<file path="src/rtl/pcs_ram.sv">
`default_nettype none
module pcs_ram #(
    parameter int WIDTH = 8,
    parameter int DEPTH = 256
) (
    input  wire                      i_clk,
    input  wire                      i_we,
    input  wire  [$clog2(DEPTH)-1:0] i_waddr,
    input  wire  [WIDTH-1:0]         i_wdata,
    input  wire  [$clog2(DEPTH)-1:0] i_raddr,
    output logic [WIDTH-1:0]         o_rdata
);

    logic [WIDTH-1:0] r_mem [DEPTH];
    logic [WIDTH-1:0] r_rdata;

    always_ff @(posedge i_clk) begin
        if (i_we) begin
            r_mem[i_waddr] <= i_wdata;
        end
        r_rdata <= r_mem[i_raddr];
    end

    assign o_rdata = r_rdata;

endmodule
`default_nettype wire

</file>
<file path="config.mk">
export PLATFORM = sky130hd
export DESIGN_NAME = pcs_ram
export DESIGN_NICKNAME = d
export VERILOG_FILES = /design/src/rtl/pcs_ram.sv
export SDC_FILE = /design/constraint.sdc
export NUM_CORES = 2
export LEC_CHECK = 0
export BUFFER_PORTS_ARGS = -buffer_cell sky130_fd_sc_hd__buf_2
export CORE_MARGIN = 2
export CORE_UTILIZATION = 40
export CTS_BUF_LIST = sky130_fd_sc_hd__clkbuf_8
export CTS_CLUSTER_DIAMETER = 40
export DETAILED_ROUTE_END_ITERATION = 16
export GPL_ROUTABILITY_DRIVEN = 0
export PLACE_DENSITY = 0.64
export SLEW_MARGIN = 20
export SYNTH_ARGS = -nofsm -noshare
export SYNTH_HDL_FRONTEND = slang
export SYNTH_SLANG_ARGS = --single-unit
export TNS_END_PERCENT = 100
</file>
<file path="constraint.sdc">
create_clock -name i_clk -period 5 [get_ports i_clk]
set_input_delay 1 -clock i_clk [delete_from_list [all_inputs] [get_ports i_clk]]
set_output_delay 1 -clock i_clk [all_outputs]
set_load 0.01 [all_outputs]
</file>
[After elaboration in Yosys (flattened, before gate mapping)]
Memory sizes are Yosys's and may differ from the RTL's. A register that Yosys moved wholly into a read port is not among the register bits.
Index checks and enable logic that the tools add are counted.
Cells by class
  mux-type cells: 2
Operators with widths (count)
  1-bit two-way mux: 2
Word-level totals
  output and inout port bits: 8
  memories kept: 1
  bits in writable memories: 2048
  bits in registers: 0
  input port bits: 26
  word-level logic and storage cells: 3
Memories
  r_mem: words 256, width 8, rd ports 1, clocked after memory_dff 1, write ports 1, RTL line 14  | logic [WIDTH-1:0] r_mem [DEPTH];

[Depth between registers and ports, before layout]
  word-level depth: 2
  gate-level depth with buffers: 11
  mapped depth without buffers: 6

[Worst setup path after synthesis]
No wires, ideal clock.
  path kind: input-to-reg
  start point: in i_raddr[0]
  end point: reg r_rdata[2], in the netlist o_rdata[2] (read register of r_mem)
  setup slack: 2.062 ns
  stages on the path: 9
  data required time: 4.869 ns
  arrival: 2.807 ns
  path buffers: 4
  library setup time: 0.131 ns
  cells stage by stage: buf_6 -> buf_12 -> buf_8 -> buf_2 -> mux4_2 -> a22oi_1 -> a21oi_1 -> nor4_1 -> nor4_2
RTL lines
  from (decl): RTL line 10  | input wire [$clog2(DEPTH)-1:0] i_raddr,
  to (decl): RTL line 15  | logic [WIDTH-1:0] r_rdata;

==> results.py <==
metrics = {
    "clocking": {
        "clkLatencyLatePin_ps": 1050,
        "post_cts_buffers": 0,
        "clockBufferDepth": 4,
        "cts_buffers": 355,
        "clk_transition_reported_paths_ps": 60,
        "hold_buffers": 0,
        "cts_sinks": 2056,
        "cts-htree-levels": 5,
        "cts_tree": "done",
        "cts_resized": 0,
        "cts-root-buf": "clkbuf_8",
    },
    "global_routing": {
        "grt_overflow": 0,
        "track_usage": 0.1934,
        "grt_pass1_vias": 40598,
        "grt_pass1_wl_um": 286000,
        "antenna_found_initial": 15,
        "grt_max_degree": 166,
    },
    "finish": {
        "fin_util": 0.4546,
        "multiInputGateArea_um2": 16490,
        "final_cell_mix": "2,048 x edfxtp_1, 454 x mux4_2, 366 x clkbuf_8",
        "drive_gt1_frac": 0.2542,
        "fillers": 16579,
        "area_delta_synth_final_pct": 12.82,
        "layout_commonest_cell": "edfxtp_1",
        "seqCellArea_um2": 61660,
        "num-nets-final": 4082,
    },
    "yosys": {
        "synth_nets": 3759,
        "ys.flop_type": "edfxtp_1",
        "synth_area_leader_cell": "edfxtp_1",
        "async_flop_share": 0,
        "ys_warn_count": 0,
        "synth.top_cell.area_share": 0.7730,
        "synth_area_um2": 79560,
        "synthDistinctLibCells": 55,
        "synth_cells": 3733,
        "seq_area_frac_synth": 0.7750,
        "synth_area_leaders": "edfxtp_1 77%, mux4_2 13%, mux2i_1 1.7%",
        "synth_seq_cells": 2056,
        "synth_edf_count": 2048,
        "avgSynthCellArea_um2": 21.31,
    },
    "run_status": {
        "run_status": "finished clean",
    },
    "flow_run": {
        "timing.max_cap.violations": 0,
    },
    "pwr": {
        "p_per_area_nw_per_um2": 389.1,
        "sequentialPowerShare": 0.545,
        "clockPowerShare": 0.405,
        "p_sw_frac": 0.2216,
        "cellInternalPower_mw": 27.19,
        "p_leak_nw": 28.09,
        "p_comb_frac": 0.049,
        "ir_drop_mv": 0.1953,
        "netSwitchingPower_mw": 7.738,
    },
    "critical_path": {
        "crit_fanout": 50,
        "path_class": "in2reg",
        "arrival_ps": 4400,
        "cp-end-kind": "register",
        "required_ps": 5860,
        "critPathLaunchType": "input pin",
        "rrSetupSlack_ps": 1940,
    },
    "drt": {
        "drtPass1Iterations": 6,
        "met1_length_um": 79890,
        "ant_nets": 0,
        "routed_via_density": 5.730,
        "remaining_drc_errors": 0,
        "totalWireLength_um": 198100,
        "routed-wl-met3_um": 16310,
        "drtIter0Drc": 5132,
        "wire_per_inst_um": 28.50,
        "wl_met2_um": 95570,
        "num_vias": 39826,
        "top_layer": "met5",
    },
    "worst_hold_path": {
        "hp-class": "in2reg",
    },
    "timing": {
        "final.setup.tns_ps": 0,
        "skew_ps": 85.10,
        "finalHoldViolCount": 0,
        "finalMaxSlewViolations": 0,
        "timing.final.crit_period_ps": 3540,
        "rsz0062_at_grt": "false",
        "fmax_mhz": 282.5,
        "setup_viol": 0,
        "post-route-period-util": 0.7081,
        "max_slew_margin": 0.2406,
        "tightest_slew_ps": 1139,
    },
    "floorplan": {
        "die_h_um": 450.0,
        "start_util": 0.4030,
        "num_io_pins": 34,
        "die_area_um2": 202500,
        "num_rows": 163,
        "fp.coreArea_um2": 197400,
        "dieWidth_um": 450.0,
    },
    "placed_design": {
        "dpl.hpwl_um": 119300,
        "numPortBuffers": 33,
    },
}
-- flip-flops by register name, summed over array words and instances (netlist names) --
register / count
o_rdata: 8
r_mem: 2048
-- synth_stat cells, types with 4 or more instances --
| cell | count |
|---|---|
| a211oi_1 | 16 |
| a21oi_1 | 96 |
| a221oi_1 | 13 |
| a22o_1 | 8 |
| a22oi_1 | 133 |
| and2_1 | 6 |
| buf_1 | 22 |
| buf_12 | 8 |
| buf_2 | 31 |
| buf_4 | 27 |
| buf_6 | 21 |
| buf_8 | 13 |
| clkbuf_1 | 111 |
| dfxtp_1 | 8 |
| edfxtp_1 | 2048 |
| mux2i_1 | 134 |
| mux4_2 | 454 |
| nand2_1 | 33 |
| nand2b_1 | 8 |
| nand3_1 | 34 |
| nand4_1 | 10 |
| nor2_1 | 282 |
| nor2b_1 | 31 |
| nor3_1 | 22 |
| nor4_1 | 24 |
| o211ai_1 | 10 |
| o21ai_0 | 10 |
| o221ai_1 | 46 |
| o22a_1 | 5 |
| o22ai_1 | 28 |
| o32ai_1 | 4 |
| or2_2 | 4 |
-- cell type report --
type / count / share of cell area
sequential: 2056 / 0.6870
inverter: 2 / 0.00008364
timing repair buffer: 199 / 0.02032
antenna: 3 / 0.00008364
clock inverter: 243 / 0.01584
multi-input combinational: 1442 / 0.1838
clock buffer: 366 / 0.05612
tap: 2640 / 0.03680
-- path summary, 6_finish.rpt --
check               start            end  depth (start not counted)
max            i_raddr[1]     o_rdata[5]                          8
min            i_wdata[1]  r_mem[120][1]                          1
max reg2reg  r_mem[81][3]     o_rdata[3]                          6
min reg2reg  r_mem[41][3]     o_rdata[3]                          6
-- kinds of logic after synthesis --
kind of cell | count (synthesis) | synth area share
simple gates | 466 | 0.02628
buf+inv | 235 | 0.01831
mux | 591 | 0.1462
compound gates | 385 | 0.03419
flops | 2056 | 0.7750
-- routing by layer --
layer / up-vias / GRT usage
met5: - / 0
met4: 6 / 0.06659
met3: 384 / 0.04229
met2: 1955 / 0.3062
met1: 21080 / 0.2658
li1: 16401 / -
-- worst max-delay path: stages --
cell and delay, ps:
buf_8 410, buf_4 430, buf_4 310, mux4_2 340
a221oi_1 600, o32ai_1 210, nor3_1 880, nor4_1 190
-- stage by stage --
step	setup WS (ps)	area, um2	cells	hold slack [ps]	total power [mW]
global route	1377	89750	6950	365.9	36.01
detailed placement	488.3	83260	6338	974.9	21.14
CTS	1608	89720	6947	410.9	35.17
finish	1460	89750	6951	419.2	34.92
global placement	501.6	83260	6338	948.8	21.12
floorplan	2062	79560	3733	769.9	20.31
-- power groups by stage --
stage	Sequential, mW	Clock (mW)	Combinational, mW
after floorplan	19.4	0	0.923
after global placement	19.4	0	1.71
after detailed placement	19.4	0	1.73
after CTS	19.1	14.4	1.74
after global routing	19.0	15.2	1.82
final	19.0	14.1	1.73
(Power assumes the default switching activity.)
