==> config.mk <==
export PLATFORM = sky130hd
export DESIGN_NAME = pcs_sqrt
export DESIGN_NICKNAME = d
export VERILOG_FILES = /design/src/rtl/pcs_sqrt.sv
export SDC_FILE = /design/constraint.sdc
export NUM_CORES = 1
export LEC_CHECK = 0
export ABC_AREA = 1
export BUFFER_PORTS_ARGS = -buffer_cell sky130_fd_sc_hd__buf_2
export CORE_MARGIN = 2
export CORE_UTILIZATION = 55
export CTS_BUF_LIST = sky130_fd_sc_hd__clkbuf_8
export DETAILED_ROUTE_END_ITERATION = 10
export MAX_ROUTING_LAYER = met4
export PLACE_DENSITY = 0.76
export SYNTH_ARGS = -nofsm -noshare
export SYNTH_HDL_FRONTEND = slang
export SYNTH_SLANG_ARGS = --single-unit
==> constraint.sdc <==
create_clock -name i_clk -period 3.4 [get_ports i_clk]
set_clock_uncertainty 0.15 [all_clocks]
set_input_delay 0.68 -clock i_clk [delete_from_list [all_inputs] [get_ports i_clk]]
set_output_delay 0.68 -clock i_clk [all_outputs]
set_load 0.02 [all_outputs]
==> src/rtl/pcs_sqrt.sv <==
`default_nettype none
module pcs_sqrt #(
    parameter int IN_W = 44
) (
    input  wire                 i_clk,
    input  wire                 i_rst_n,
    input  wire                 i_start,
    input  wire  [IN_W-1:0]     i_x,
    output logic                o_busy,
    output logic [IN_W/2-1:0]   o_root
);

    localparam int OUT_W = IN_W / 2;
    localparam int RW    = OUT_W + 2;
    localparam int CW    = $clog2(OUT_W + 1);

    logic             r_busy;
    logic [CW-1:0]    r_cnt;
    logic [IN_W-1:0]  r_x;
    logic [RW-1:0]    r_rem;
    logic [OUT_W-1:0] r_root;
    logic [RW-1:0]    w_sh;
    logic [RW-1:0]    w_trial;
    logic             w_ge;

    // one root bit a cycle
    assign w_sh    = {r_rem[RW-3:0], r_x[IN_W-1:IN_W-2]};
    assign w_trial = {r_root, 2'b01};
    assign w_ge    = w_sh >= w_trial;

    always_ff @(posedge i_clk) begin
        if (!i_rst_n) begin
            r_busy <= 1'b0;
            r_cnt  <= '0;
        end else if (i_start) begin
            r_busy <= 1'b1;
            r_cnt  <= CW'(OUT_W);
        end else if (r_busy) begin
            r_cnt <= r_cnt - CW'(1);
            if (r_cnt == CW'(1)) begin
                r_busy <= 1'b0;
            end
        end
    end

    always_ff @(posedge i_clk) begin
        if (i_start) begin
            r_x    <= i_x;
            r_rem  <= '0;
            r_root <= '0;
        end else if (r_busy) begin
            r_x    <= {r_x[IN_W-3:0], 2'b00};
            r_rem  <= w_ge ? (w_sh - w_trial) : w_sh;
            r_root <= {r_root[OUT_W-2:0], w_ge};
        end
    end

    assign o_busy = r_busy;
    assign o_root = r_root;

endmodule
`default_nettype wire
Word level (Yosys, flattened, before mapping):

Index checks and enable logic that the tools add are counted.

* bits in registers: 94
* bits of input ports: 47
* output and inout port bits: 23

* add/sub/neg operators: 2
* magnitude comparators: 1
* equal/unequal tests: 1
* multiplexer cells: 8
* bitwise gates (word level): 1
* reductions and logical operators: 2

Operators by type and width (count)
* $mux 44: 2
* $ge 24x24->1: 1
* $mux 22: 1
* $sub 22x22->22: 1
* $mux 5: 2
* $eq 5x1->1 const B: 1
* $sub 5x1->5 const B: 1
* $mux 1: 3
* $reduce_bool 2->1: 1
* $reduce_or 2->1: 1
* $not 1->1: 1

Longest topological paths before layout:

* word-level depth: 4
* mapped depth: 15
* depth with buffers taken out: 15

Least setup slack after synthesis:

No wires, ideal clock.

* path kind: input -> register
* start point: input i_start
* end point: register r_x[0] (enable)
* library setup time: 0.426 ns
* arrival: 2.583 ns
* setup slack: 0.242 ns
* cell stages on the path: 4
* path through: clkbuf_1 -> nor2_1 -> inv_1 -> clkbuf_1

* cells in the longest elaborated chain, start to end: 1

RTL lines
* start, declared: RTL line 7 `input wire i_start,`
* $reduce_bool 2->1 (no line)
* end signal, assigned: RTL line 48 `r_x <= i_x;`
* end signal, assigned: RTL line 52 `r_x <= {r_x[IN_W-3:0], 2'b00};`
* end, declared: RTL line 19 `logic [IN_W-1:0] r_x;`

No other way between the ends.
A chain may end at the register's enable or synchronous reset.

Worst setup path after layout:

* start point: register r_root[9], in the netlist o_root[9]
* end point: register r_rem[14]

* cells in the longest elaborated chain, start to end: 2
* elaborated cells between the ends (all ways): 3

RTL lines
* start, declared: RTL line 21 `logic [OUT_W-1:0] r_root;`
* start signal, assigned: RTL line 54 `r_root <= {r_root[OUT_W-2:0], w_ge};`
* $sub 22x22->22 or $ge 24x24->1 (tied branches): RTL line 53, 29
* $mux 22 *: RTL line 53 `r_rem <= w_ge ? (w_sh - w_trial) : w_sh;`
* end signal, assigned: RTL line 53
* end, declared: RTL line 20 `logic [RW-1:0] r_rem;`

Mark *: on every way between the ends. The rest lies on a longest branch, timed or not.

==> impl_metrics.toml <==
[status]
outcome = "finished, final reports clean"

[route]
dr.pass1.iters = 4
wl_per_cell_microns = 13.4
drc = 0
antenna_left = 0
num_vias = 4729
drt_iter0_drc = 198
viasPerCell = 5.05
wl_microns = 12600

[global_route]
overflow = 0
grt_pass1_vias = 4533
grt_pass1_wl_microns = 20800
grtUsageTotal = 0.261
grt_use_met1 = 0.315
grt_max_degree = 50
grt-busiest-layer = "met2"
use_met3 = 0.0475
antenna_found_initial = 0
globalRouteMet2Util = 0.442

[sta]
worst_slack_ps = 887
final_max_slew_viol_count = 0
hold_violations = 0
holdWs_ps = 313
setup_viol = 0
finalCriticalPeriod_ps = 2510
max_slew_margin = 0.496
rsz0062_at_grt = "no"
finalCritPeriodShare = 0.739
tightest_slew_ps = 755
tns_ps = 0
fmax_ghz = 0.398

[synth]
syn_nets = 810
synth_top_area_frac = 0.245
ys_top_cells_by_area = "edfxtp_1 (24%), nand2_1 (20%), dfxtp_1 (19%)"
synth_compound_area_frac = 0.0919
synth_cell_types = 42
syn_avg_cell_area_sq_um = 7.32
synth_top_family_by_area = "simple AND/OR/NAND/NOR gates"
yosysTopAreaCell = "edfxtp_1"
synthesis.area_sq_mm = 0.00539
synth_xor_area_frac = 0.00812
ys_ff_latch = 94
yosys_warnings = 0
synthMuxAreaShare = 0
ys_seq_area_frac = 0.431
syn_inst = 737
synth_fa_ha_area_frac = 0.0603
synth-simple-area-share = 0.318

[power]
finalPower_mw = 5.68
p_seq_frac = 0.259
swShare = 0.501
power_frac_clock = 0.143
pwr-share-comb = 0.597
powerDensity_mw_per_mm2 = 937
ir_drop_mv = 0.650
internal_power_mw = 2.83
p_switching_mw = 2.84
p_leak_nw = 3.17

[clock_network]
htree_levels = 3
cts.repair.resized = 0
cts_sinks = 94
root_buffer = "clkbuf_8"
cts_tree = "done"
cts_buffer_depth = 2
cts_hold_buf = 0
cts_buffers = 9
path_clk_slew_ps = 100
insertion_delay_ps = 380
cts_setup_buffers = 0

[die]
core_sq_mm = 0.00964
die_x_microns = 103
die_y_microns = 103
rows = 36
num_io_pins = 70
initial_core_util = 0.560
dieArea_sq_mm = 0.0106

[cells_and_area]
n_antenna_cell = 0
fillCellCount = 935
ff_latch_area_sq_mm = 0.00232
final_cells = 937
final_cell_area_sq_mm = 0.00606
final_util = 0.628
drive_gt1_frac = 0.150
multi_input_comb_area_sq_mm = 0.00258
nets = 872
area_growth_pct = 12.3

[setup_path]
worst_setup_path_start_kind = "flop"
crit_type = "flop to flop"
r2r_start = "o_root[9]"
required_ps = 3530
cp-endpoint = "r_rem[14]"
critPathLaunch = "o_root[9]"
critPathArrivalTime_ps = 2640
r2r-end = "r_rem[14]"
reg2reg_depth = 13
endpoint_kind = "flop"
regToRegSetupSlack_ps = 890
worst-path-max-fanout = 35

[placement]
port_buffers = 69
dp.cells = 921
post_dp_cell_area_sq_mm = 0.00584
dp_hpwl_microns = 9390
dpl_worst_slack_ps = 918
gp_congestion = 1.11

[min_path]
hold_class = "flop to flop"

[flow_run]
maxCapViolations = 0
power groups by stage:
stage	Sequential (mW)	Clock (mW)	Combinational [mW]
CTS	1.47	0.827	3.37
finish	1.47	0.812	3.39
floorplan	1.46	0	2.76
global route	1.49	0.863	3.88
detailed placement	1.49	0	3.36
global placement	1.49	0	3.31
Yosys cell counts, drive strengths merged:
library cell and instances:
dfxtp 50, o21bai 2, inv 101, and2 4
nand2 301, or2 3, nand3b 2, a21boi 2
o22ai 21, buf 8, o31ai 1, a21oi 30
xnor2 2, a221oi 1, nand4 9, xor2 3
clkbuf 15, o21ai 14, edfxtp 44, nor2 40
a21o 1, nand3 46, o211ai 5, ha 26
nor3 6
cell type report:
type                    count  share of cell area
inverters                 101              0.0626
repair buffers             74              0.0653
clock inverters             7              0.0145
flip-flops and latches     94               0.383
well taps                 133              0.0275
multi-input cells         519               0.426
clock buffers               9              0.0205
worst min-delay path by stage:
stage,startpoint,endpoint,slack (ps),cells after the start
floorplan,r_rem[20],r_rem[20],280,2
global placement,r_rem[20],r_rem[20],290,2
detailed placement,r_rem[21],r_rem[21],300,2
CTS,r_rem[21],r_rem[21],310,2
global route,r_rem[0],r_rem[0],340,2
finish,r_rem[21],r_rem[21],310,2
sequential cells by signal (all words and copies together), names as in the netlist:
name / cells
r_x: 44
o_root: 22
r_rem: 22
r_cnt: 5
o_busy: 1
layout by cell type, fill, tap and decap left out, types with 9 or more instances in the layout:
master,instances
o22ai_1,21
a21oi_1,25
clkbuf_8,9
dfxtp_1,50
buf_2,69
inv_1,95
ha_1,26
edfxtp_1,44
nor2_1,40
nand3_1,44
nand4_1,9
nand2_1,293
cells by family after synthesis:
family                   Yosys count
AND/OR/NAND/NOR                  411
buffers and inverters            124
flip-flops                        94
AO/OA/AOI/OAI                     77
adder cells (fa/ha/maj)           26
XOR/XNOR                           5
routing by layer:
| layer | wire [microns] | part of all wire | vias up |
|---|---|---|---|
| met5 | 0 | 0 | - |
| met4 | 240 | 0.019 | 0 |
| met3 | 615 | 0.049 | 19 |
| met2 | 6060 | 0.48 | 109 |
| met1 | 5650 | 0.45 | 2123 |
| li1 | - | - | 2478 |
critical path, cell delays in order, from the launching register on:
cell and delay (ps):
dfxtp_1 350, inv_1 80, ha_1 370, nand2_1 100
nand2_1 80, inv_1 60, nand2_1 80, nand2_1 70
nand2_1 100, a21oi_4 260, nand2_4 300, or2_1 310
nand3_1 70, nand2_1 50
Note: power is estimated with default switching activity, not from simulation.
