<file path="config.mk">
export PLATFORM = sky130hd
export DESIGN_NAME = pcs_div
export DESIGN_NICKNAME = d
export VERILOG_FILES = /design/src/rtl/pcs_div.sv
export SDC_FILE = /design/constraint.sdc
export NUM_CORES = 1
export LEC_CHECK = 0
export BUFFER_PORTS_ARGS = -buffer_cell sky130_fd_sc_hd__buf_2
export CAP_MARGIN = 30
export CORE_MARGIN = 2
export CORE_UTILIZATION = 40
export CTS_CLUSTER_DIAMETER = 200
export DETAILED_ROUTE_END_ITERATION = 10
export GPL_ROUTABILITY_DRIVEN = 1
export PLACE_DENSITY = 0.62
export SKIP_CTS_REPAIR_TIMING = 1
export SLEW_MARGIN = 20
export SYNTH_ARGS = -nofsm -noshare
export SYNTH_HDL_FRONTEND = slang
export SYNTH_SLANG_ARGS = --single-unit
</file>
<file path="constraint.sdc">
create_clock -name i_clk -period 2.8 [get_ports i_clk]
set_input_delay 0.56 -clock i_clk [delete_from_list [all_inputs] [get_ports i_clk]]
set_output_delay 0.56 -clock i_clk [all_outputs]
set_load 0.01 [all_outputs]
</file>
<file path="src/rtl/pcs_div.sv">
`default_nettype none
module pcs_div #(
    parameter int NW = 37,
    parameter int DW = 21
) (
    input  wire           i_clk,
    input  wire           i_rst_n,
    input  wire           i_start,
    input  wire  [NW-1:0] i_num,
    input  wire  [DW-1:0] i_den,
    output logic          o_busy,
    output logic [NW-1:0] o_quot
);

    localparam int CW = $clog2(NW + 1);

    logic          r_busy;
    logic [CW-1:0] r_cnt;
    logic [NW-1:0] r_q;
    logic [DW-1:0] r_rem;
    logic [DW-1:0] r_den;
    logic [DW:0]   w_sh;
    logic          w_ge;

    // restoring, one quotient bit a cycle
    assign w_sh = {r_rem, r_q[NW-1]};
    assign w_ge = w_sh >= {1'b0, r_den};

    always_ff @(posedge i_clk) begin
        if (!i_rst_n) begin
            r_busy <= 1'b0;
            r_cnt  <= '0;
        end else if (i_start) begin
            r_busy <= 1'b1;
            r_cnt  <= CW'(NW);
        end else if (r_busy) begin
            r_cnt <= r_cnt - CW'(1);
            if (r_cnt == CW'(1)) begin
                r_busy <= 1'b0;
            end
        end
    end

    always_ff @(posedge i_clk) begin
        if (i_start) begin
            r_q   <= i_num;
            r_rem <= '0;
            r_den <= i_den;
        end else if (r_busy) begin
            r_q   <= {r_q[NW-2:0], w_ge};
            r_rem <= w_ge ? DW'(w_sh - {1'b0, r_den}) : w_sh[DW-1:0];
        end
    end

    assign o_busy = r_busy;
    assign o_quot = r_q;

endmodule
`default_nettype wire

</file>
### Word-level counts from Yosys, hierarchy flattened

Index checks and enable logic that the tools add are counted.

* register bits after elaboration: 86
* logic and storage cells: 21

* $add $sub $neg: 2
* magnitude comparators: 1
* equal/unequal tests: 1
* muxes and demuxes: 8
* bitwise logic cells: 1
* reductions and logical operators: 2

Operators by type and width (count)
* two-way mux 37 bit: 2
* >= comparator 22 x 21 -> 1 bit: 1
* two-way mux 21 bit: 1
* subtractor 21 bit: 1
* two-way mux 6 bit: 2
* equality test 6 x 1 -> 1 bit (second input constant): 1
* subtractor 6 x 1 -> 6 bit (second input constant): 1
* two-way mux 1 bit: 3
* nonzero test 2 bit: 1
* OR reduction 2 bit: 1
* inverter 1 bit: 1

### Logic depth before layout (Yosys ltp)

Gate-level depths: netlist of the first run.

* depth in word-level cells: 4
* depth in mapped cells: 13
* depth with buffers taken out: 11

### Least setup slack after synthesis of the first run

No wires, ideal clock.

* path kind: register to register
* start: register r_q[36], in the netlist o_quot[36]
* end: register r_q[0], in the netlist o_quot[0] (data pin)
* data arrival time: 2.629 ns
* required time: 2.530 ns
* slack: -0.098 ns
* stages on the path, launching flop included: 13
* clock period less this slack: 2.898 ns
* path through: edfxtp_1 > inv_1 > ha_1 > inv_1 > fa_1 > a21o_1 > a221o_1 > a21oi_4 > a31o_4 > o211a_4 > buf_8 > buf_4 > mux2i_1

* word-level cells in the longest chain between the ends: 3

RTL lines
* start: declaration: line 19 `logic [NW-1:0] r_q;`
* start signal: assignment: line 46 `r_q <= i_num;`
* start signal: assignment: line 50 `r_q <= {r_q[NW-2:0], w_ge};`
* >= comparator 22 x 21 -> 1 bit: line 27 `assign w_ge = w_sh >= {1'b0, r_den};`
* two-way mux 37 bit: line 49 `end else if (r_busy) begin`
* two-way mux 37 bit: line 45 `if (i_start) begin`

Every way passes these cells. The select of a mux whose other input is x is not followed.
A chain may end at the register's enable or synchronous reset.

### Worst setup path in the final report of the first run

* start: register r_q[36], in the netlist o_quot[36]
* end: register r_rem[8]

* word-level cells in the longest chain between the ends: 2
* elaborated cells between the ends (all ways): 3

RTL lines
* subtractor 21 bit / >= comparator 22 x 21 -> 1 bit (equally long branches): line 51, 27
* two-way mux 21 bit (*): line 51 `r_rem <= w_ge ? DW'(w_sh - {1'b0, r_den}) : w_sh[DW-1:0];`
* end signal: assignment: line 51
* end: declaration: line 20 `logic [DW-1:0] r_rem;`

Mark *: on every way between the ends. The rest lies on a longest branch, timed or not.

==> out/summary.txt, run 1 <==
Post-synth EDFFs = 58
Post-route ant nets = 0
Clock Tree Buf Depth = 2
Setup TNS = 0 ns
Achievable frequency = 365 MHz
Synthesis-stage register bit count = 86
Grt total ovfl = 0
Most frequent cells in the layout = buf_2 (98), edfxtp_1 (58), mux2_2 (36)
Status = complete, no violations
Worst-path clk slew = 0.06 ns
Wire length per cell = 15.6 um
Pre-Repair DR Iteration Count = 4
Final period utilization = 97.8%
Critical path, cell by cell = inv_1 -> ha_2 -> inv_2 -> fa_2 -> a21o_1 -> a221o_1 -> a21oi_4 -> a31o_4 -> o211a_4 -> buf_12 -> mux2i_4 -> a211oi_2
Area occupied by multi-input gates = 2140 um2
Worst hold slack = 0.381 ns
Gpl congestion = 0.921
Fin nets = 606
Top delay family on crit path = compound AO/OA/AOI/OAI gates
Worst-margin pin slew = 0.756 ns
Cells after Synth = 413
CP Data Required Time = 3.02 ns
Seq/Total Area, Yosys = 49.7%
Slowest CP cell = edfxtp_1
Setup violators final = 0
CP max stage delay = 0.38 ns
Minimum clock period = 2.74 ns
YS warnings = 0
Maximum vdd drop = 0.378 mV
Synth Cell Area = 4630 um2
FF+latch area = 2300 um2
Die area = 12,500 um2
# IOs = 99
Critical path arrival = 2.96 ns
Crit start category = flip-flop
Syn avg cell area = 11.2 um2
Root Buffer = clkbuf_16
Ys async rst share = 0%
Die Span X = 112 um
Type of the worst setup path = reg -> reg
Diode count = 0
Initial DRC Count = 114
Max Cap Viol = 0
Fraction of layout cells with a size suffix above 1 = 34.8%
Clock Skews = 0.0105 ns
RSZ-0062 raised after global routing = yes
Core area = 11,400 um2
CTS Sinks = 86
CTS Buf Count = 9
Layout area overhead = 24.2%
Via density = 5.29
CTS tree = done
Port bufs = 98
Synth Net Count = 498
HP Class = in -> reg
Row count = 39
Clock latency on the worst-skew pair = 0.35 ns
Vias in the first global route = 3,538
Routed WL = 10.4 mm
Pwr dens = 614 nW/um2
Synth Flop Type = edfxtp_1
Initial Util = 40.8%
First-pass GRT wire length = 17.1 mm
Netlist cell types = 53
Die Ht = 112 um
Worst setup EP type = flip-flop
HPWL Detailed = 7.49 mm
CP bufs+invs = 3
Residual DRC count = 0
Vias = 3,538
Total GRT Usage = 17.2%
Commonest non-fill, non-tap cell in the layout = buf_2
Pin count of the biggest net entering global routing = 42
Initial antenna violation count = 0
CP max FO = 6
Slew HR = 49.4%
H-tree levels = 3
Fin. max-slew vios = 0
Leakage power = 2.44 nW
Filler cell count = 1,011
Final Hold Fails = 0
## cell usage after synthesis, types with 9 or more instances
| library cell | count | share of area [%] |
|---|---|---|
| o21ai_0 | 15 | 1.6 |
| nand2_1 | 27 | 2.2 |
| nor2_1 | 27 | 2.2 |
| dfxtp_1 | 28 | 12 |
| a211oi_1 | 13 | 2.1 |
| nand3_1 | 12 | 1.3 |
| xor2_1 | 9 | 1.7 |
| a21oi_1 | 21 | 2.3 |
| inv_1 | 31 | 2.5 |
| mux2i_1 | 14 | 3.0 |
| mux2_2 | 36 | 8.7 |
| edfxtp_1 | 58 | 38 |
| xnor2_1 | 12 | 2.3 |
| ha_1 | 23 | 6.2 |
| clkbuf_1 | 13 | 1.1 |
## power breakdown
part / leakage (nW) / internal (mW) / switching [mW]
combinational: 1.47 / 0.282 / 0.341
clock: 0.160 / 0.871 / 0.504
sequential: 0.807 / 1.48 / 0.0588
total: 2.44 / 2.63 / 0.904
## path summary, 6_finish.rpt
path	from	slack, ns	depth (start not counted)	to
setup / recovery	o_quot[36]$_DFFE_PP_	0.06	12	r_rem[8]$_SDFFE_PP0P_
setup reg to reg	o_quot[36]$_DFFE_PP_	0.06	12	r_rem[8]$_SDFFE_PP0P_
hold / removal	i_den[13]	0.38	1	r_den[13]$_DFFE_PP_
hold reg to reg	r_rem[20]$_SDFFE_PP0P_	0.46	2	r_rem[20]$_SDFFE_PP0P_
## stage by stage
| step | std cells | total power [mW] | util, % | area, um2 | setup WS, ns |
|---|---|---|---|---|---|
| 6_report | 669 | 3.54 | 50.6 | 5760 | 0.0614 |
| 5_1_grt | 669 | 3.71 | 50.6 | 5760 | -0.0500 |
| 4_1_cts | 663 | 3.56 | 50.0 | 5680 | 0.0416 |
| 3_5_place_dp | 647 | 2.17 | 47.0 | 5340 | 0.0612 |
| 3_3_place_gp | 647 | 2.16 | 47.0 | 5340 | 0.128 |
| 2_1_floorplan | 413 | 1.96 | - | 4640 | 0.0364 |
## state kept, by name (all words and copies together), names as in the netlist
name,count
o_quot,37
r_den,21
o_busy,1
r_rem,21
r_cnt,6
## layout make-up
class                   instances  share of cell area, %
flip-flops and latches         86                   40.0
multi-input cells             275                   37.2
repair buffers                118                   11.8
clock buffers                  10                   3.98
well taps                     143                   3.11
inverters                      31                   2.02
clock inverters                 6                   1.91
## worst register-to-register path: stages, from the launching register on
cell	delay, ns
edfxtp_1	0.38
inv_1	0.07
ha_2	0.18
inv_2	0.04
fa_2	0.34
a21o_1	0.20
a221o_1	0.37
a21oi_4	0.16
a31o_4	0.18
o211a_4	0.24
buf_12	0.15
mux2i_4	0.23
a211oi_2	0.08
## metal layers
layer	track usage, %	vias up	routed length, um
met2	28.8	104	4980
met5	0	-	0
met4	6.17	0	180
met1	21.0	1672	4550
li1	-	1748	-
met3	5.12	14	690
## cells by family after synthesis
family	synth area share [%]
buf+inv	4.81
mux	11.8
fa+ha+maj	6.64
simple gates	9.45
flops	49.7
compound gates	13.7
xor+xnor	3.97
(Power assumes the default switching activity.)
==> inputs of run 2 (changes only) <==
--- a/config.mk
+++ b/config.mk
@@ -8,11 +8,11 @@
 export BUFFER_PORTS_ARGS = -buffer_cell sky130_fd_sc_hd__buf_2
 export CAP_MARGIN = 30
 export CORE_MARGIN = 2
-export CORE_UTILIZATION = 40
+export CORE_UTILIZATION = 35
 export CTS_CLUSTER_DIAMETER = 200
 export DETAILED_ROUTE_END_ITERATION = 10
 export GPL_ROUTABILITY_DRIVEN = 1
-export PLACE_DENSITY = 0.62
+export PLACE_DENSITY = 0.55
 export SKIP_CTS_REPAIR_TIMING = 1
 export SLEW_MARGIN = 20
 export SYNTH_ARGS = -nofsm -noshare
==> constraint.sdc (replaced) <==
create_clock -name i_clk -period 2.8 [get_ports i_clk]
set_input_delay 0.56 -clock i_clk [delete_from_list [all_inputs] [get_ports i_clk]]
set_output_delay 0.56 -clock i_clk [all_outputs]
set_load 0.005 [all_outputs]
==> run 2 against run 1 <==
Clock-buffer cell count grew 1. Total power shrank 2.1%. Setup slack lost 0.054 ns. Critical path type unchanged. Largest cell class unchanged. Largest power group unchanged.
==> out/summary.txt, run 2 (synthesis results as in run 1) <==
Root Buffer = clkbuf_16
Final setup margin = 0.00729 ns (-0.0541 ns)
Routed WL = 11.0 mm (+5.7%)
Vias in the first global route = 3,585 (+1.3%)
Overall power = 3.46 mW (-2.1%)
RSZ-0062 raised after global routing = yes
HPWL Detailed = 7.64 mm (+2.0%)
Power share of the clock group = 38.0% (-0.9 points)
Pin count of the biggest net entering global routing = 78 (+86%)
CP most frequent cell = inv_2
Grt total ovfl = 0 (unchanged)
# IOs = 99 (unchanged)
Fraction of layout cells with a size suffix above 1 = 34.8% (unchanged)
Die area = 14,200 um2 (+14%)
Core area = 13,100 um2 (+15%)
CP Data Required Time = 3.01 ns (about the same)
FF+latch area = 2300 um2 (unchanged)
Wire length per cell = 15.7 um (+0.71%)
Status = complete, no violations
Clock Skews = 0.00741 ns (-0.00310 ns)
Gpl congestion = 0.880 (-4.4%)
Layout area overhead = 25.3%
Pwr dens = 596 nW/um2 (-2.9%)
Achievable frequency = 358 MHz (-1.9%)
Pre-Repair DR Iteration Count = 5 (+1)
Post-route ant nets = 0 (unchanged)
Fin. max-slew vios = 0 (unchanged)
Net switching share of the total power = 25.7% (+0.16 points)
Worst slack at placement = 0.0383 ns (-0.0229 ns)
Critical path, cell by cell = inv_2 -> ha_4 -> inv_2 -> fa_2 -> a21o_1 -> a221o_1 -> a21oi_4 -> a31o_4 -> o211a_4 -> buf_6 -> buf_12 -> mux2i_1 -> a211oi_1
Slowest CP cell = edfxtp_1
Worst-margin pin slew = 0.685 ns (-0.0709 ns)
HP Class = in -> reg
Worst-path clk slew = 0.07 ns (about the same)
Worst hold slack = 0.387 ns (+0.00525 ns)
Worst setup EP type = flip-flop
CTS tree = done
CTS Sinks = 86 (unchanged)
Gate power share = 17.5% (about the same)
CTS Buf Count = 9 (unchanged)
Flop pwr share = 44.5% (+1.0 points)
H-tree levels = 3 (unchanged)
Critical path arrival = 3.00 ns (+0.04 ns)
Final core occ = 44.4% (-6.3 points)
Filler cell count = 1,249 (+24%)
Hold path startpoint = i_den[3]
WHS Endpoint = r_den[3]$_DFFE_PP_
Clock Tree Buf Depth = 2 (unchanged)
Minimum clock period = 2.79 ns (+0.0541 ns)
Final period utilization = 99.7% (+1.9 points)
Clock latency on the worst-skew pair = 0.34 ns (about the same)
Reg2reg end = r_rem[12]$_SDFFE_PP0P_
Port bufs = 98 (unchanged)
Area occupied by multi-input gates = 2140 um2 (about the same)
CP max FO = 8 (+2)
Diode count = 0 (unchanged)
Total GRT Usage = 16.0% (-1.2 points)
Setup violators final = 0 (unchanged)
Worst R2R Setup Slack = 0.007 ns (-0.05 ns)
Reg2Reg Depth = 13 (+1)
Final Hold Fails = 0 (unchanged)
CP max stage delay = 0.40 ns (+0.02 ns)
Fin nets = 606 (unchanged)
Maximum vdd drop = 0.395 mV (+4.3%)
First-pass GRT wire length = 18.1 mm (+5.7%)
Crit start category = flip-flop
Max Cap Viol = 0 (unchanged)
Initial Util = 35.4% (-5.3 points)
Vias = 3,588 (+1.4%)
Setup TNS = 0 ns (unchanged)
Max FFs per register = 37 (unchanged)
Switching power = 890 uW (-1.5%)
Slew HR = 54.2% (+4.7 points)
P_int = 2.57 mW (-2.3%)
Die Span X = 119 um (+6.7%)
Initial antenna violation count = 0 (unchanged)
Commonest non-fill, non-tap cell in the layout = buf_2
Type of the worst setup path = reg -> reg
Residual DRC count = 0 (unchanged)
Die Ht = 119 um (+6.7%)
Initial DRC Count = 221 (+94%)
WHS Path Cells = 1 (unchanged)
Leakage power = 2.47 nW (+0.96%)
Most frequent cells in the layout = buf_2 (98), edfxtp_1 (58), mux2_2 (36)
Via density = 5.11 (-3.4%)
Worst r2r src = o_quot[36]$_DFFE_PP_
Row count = 42 (+7.7%)
[run 2: how the worst max path moves through the flow]
| stage | endpoint | from | slack (ns) | cells after the start |
|---|---|---|---|---|
| finish | r_rem[12]$_SDFFE_PP0P_ | o_quot[36]$_DFFE_PP_ | 0.007 | 13 |
| CTS | r_rem[12]$_SDFFE_PP0P_ | o_quot[36]$_DFFE_PP_ | 0.02 | 12 |
| floorplan | o_quot[0]$_DFFE_PP_ | o_quot[36]$_DFFE_PP_ | 0.02 | 12 |
| global route | r_rem[12]$_SDFFE_PP0P_ | o_quot[36]$_DFFE_PP_ | -0.11 | 13 |
| global placement | r_rem[8]$_SDFFE_PP0P_ | o_quot[36]$_DFFE_PP_ | 0.12 | 12 |
| detailed placement | r_rem[12]$_SDFFE_PP0P_ | o_quot[36]$_DFFE_PP_ | 0.04 | 12 |
[run 2: metal layers]
layer  part of all wire [%]  GRT usage, %  wire length [um]  up-vias
li1                       -             -                 -     1744
met1                     44          19.8              4880     1705
met2                     47          25.7              5150      128
met3                    7.5          6.18               822       11
met4                    1.3          5.13               144        0
met5                      0             0                 0        -
[run 2: cell type report]
class	instances	share of cell area, %
well taps	176	3.79
clock buffers	11	4.18
repair buffers	118	12.2
clock inverters	5	1.40
multi-input cells	275	36.8
flip-flops and latches	86	39.6
inverters	31	2.00
[run 2: critical path: cells and delay by family, from the launching register on]
family | cells | cell delay (ns)
fa+ha+maj | 2 | 0.48
buf+inv | 4 | 0.35
compound gates | 6 | 1.22
mux | 1 | 0.21
flops | 1 | 0.40
[run 2: power groups by stage]
stage               clock network, mW  registers [mW]  logic [mW]
floorplan                           0            1.56       0.374
global placement                    0            1.56       0.589
detailed placement                  0            1.56       0.594
CTS                              1.36            1.54       0.598
global route                     1.42            1.55       0.674
finish                           1.32            1.54       0.607
[run 2: metrics by stage]
step                area [um2]  std cells
finish                    5810        702
floorplan                 4640        413
global placement          5370        678
detailed placement        5370        678
CTS                       5690        694
global route              5810        702
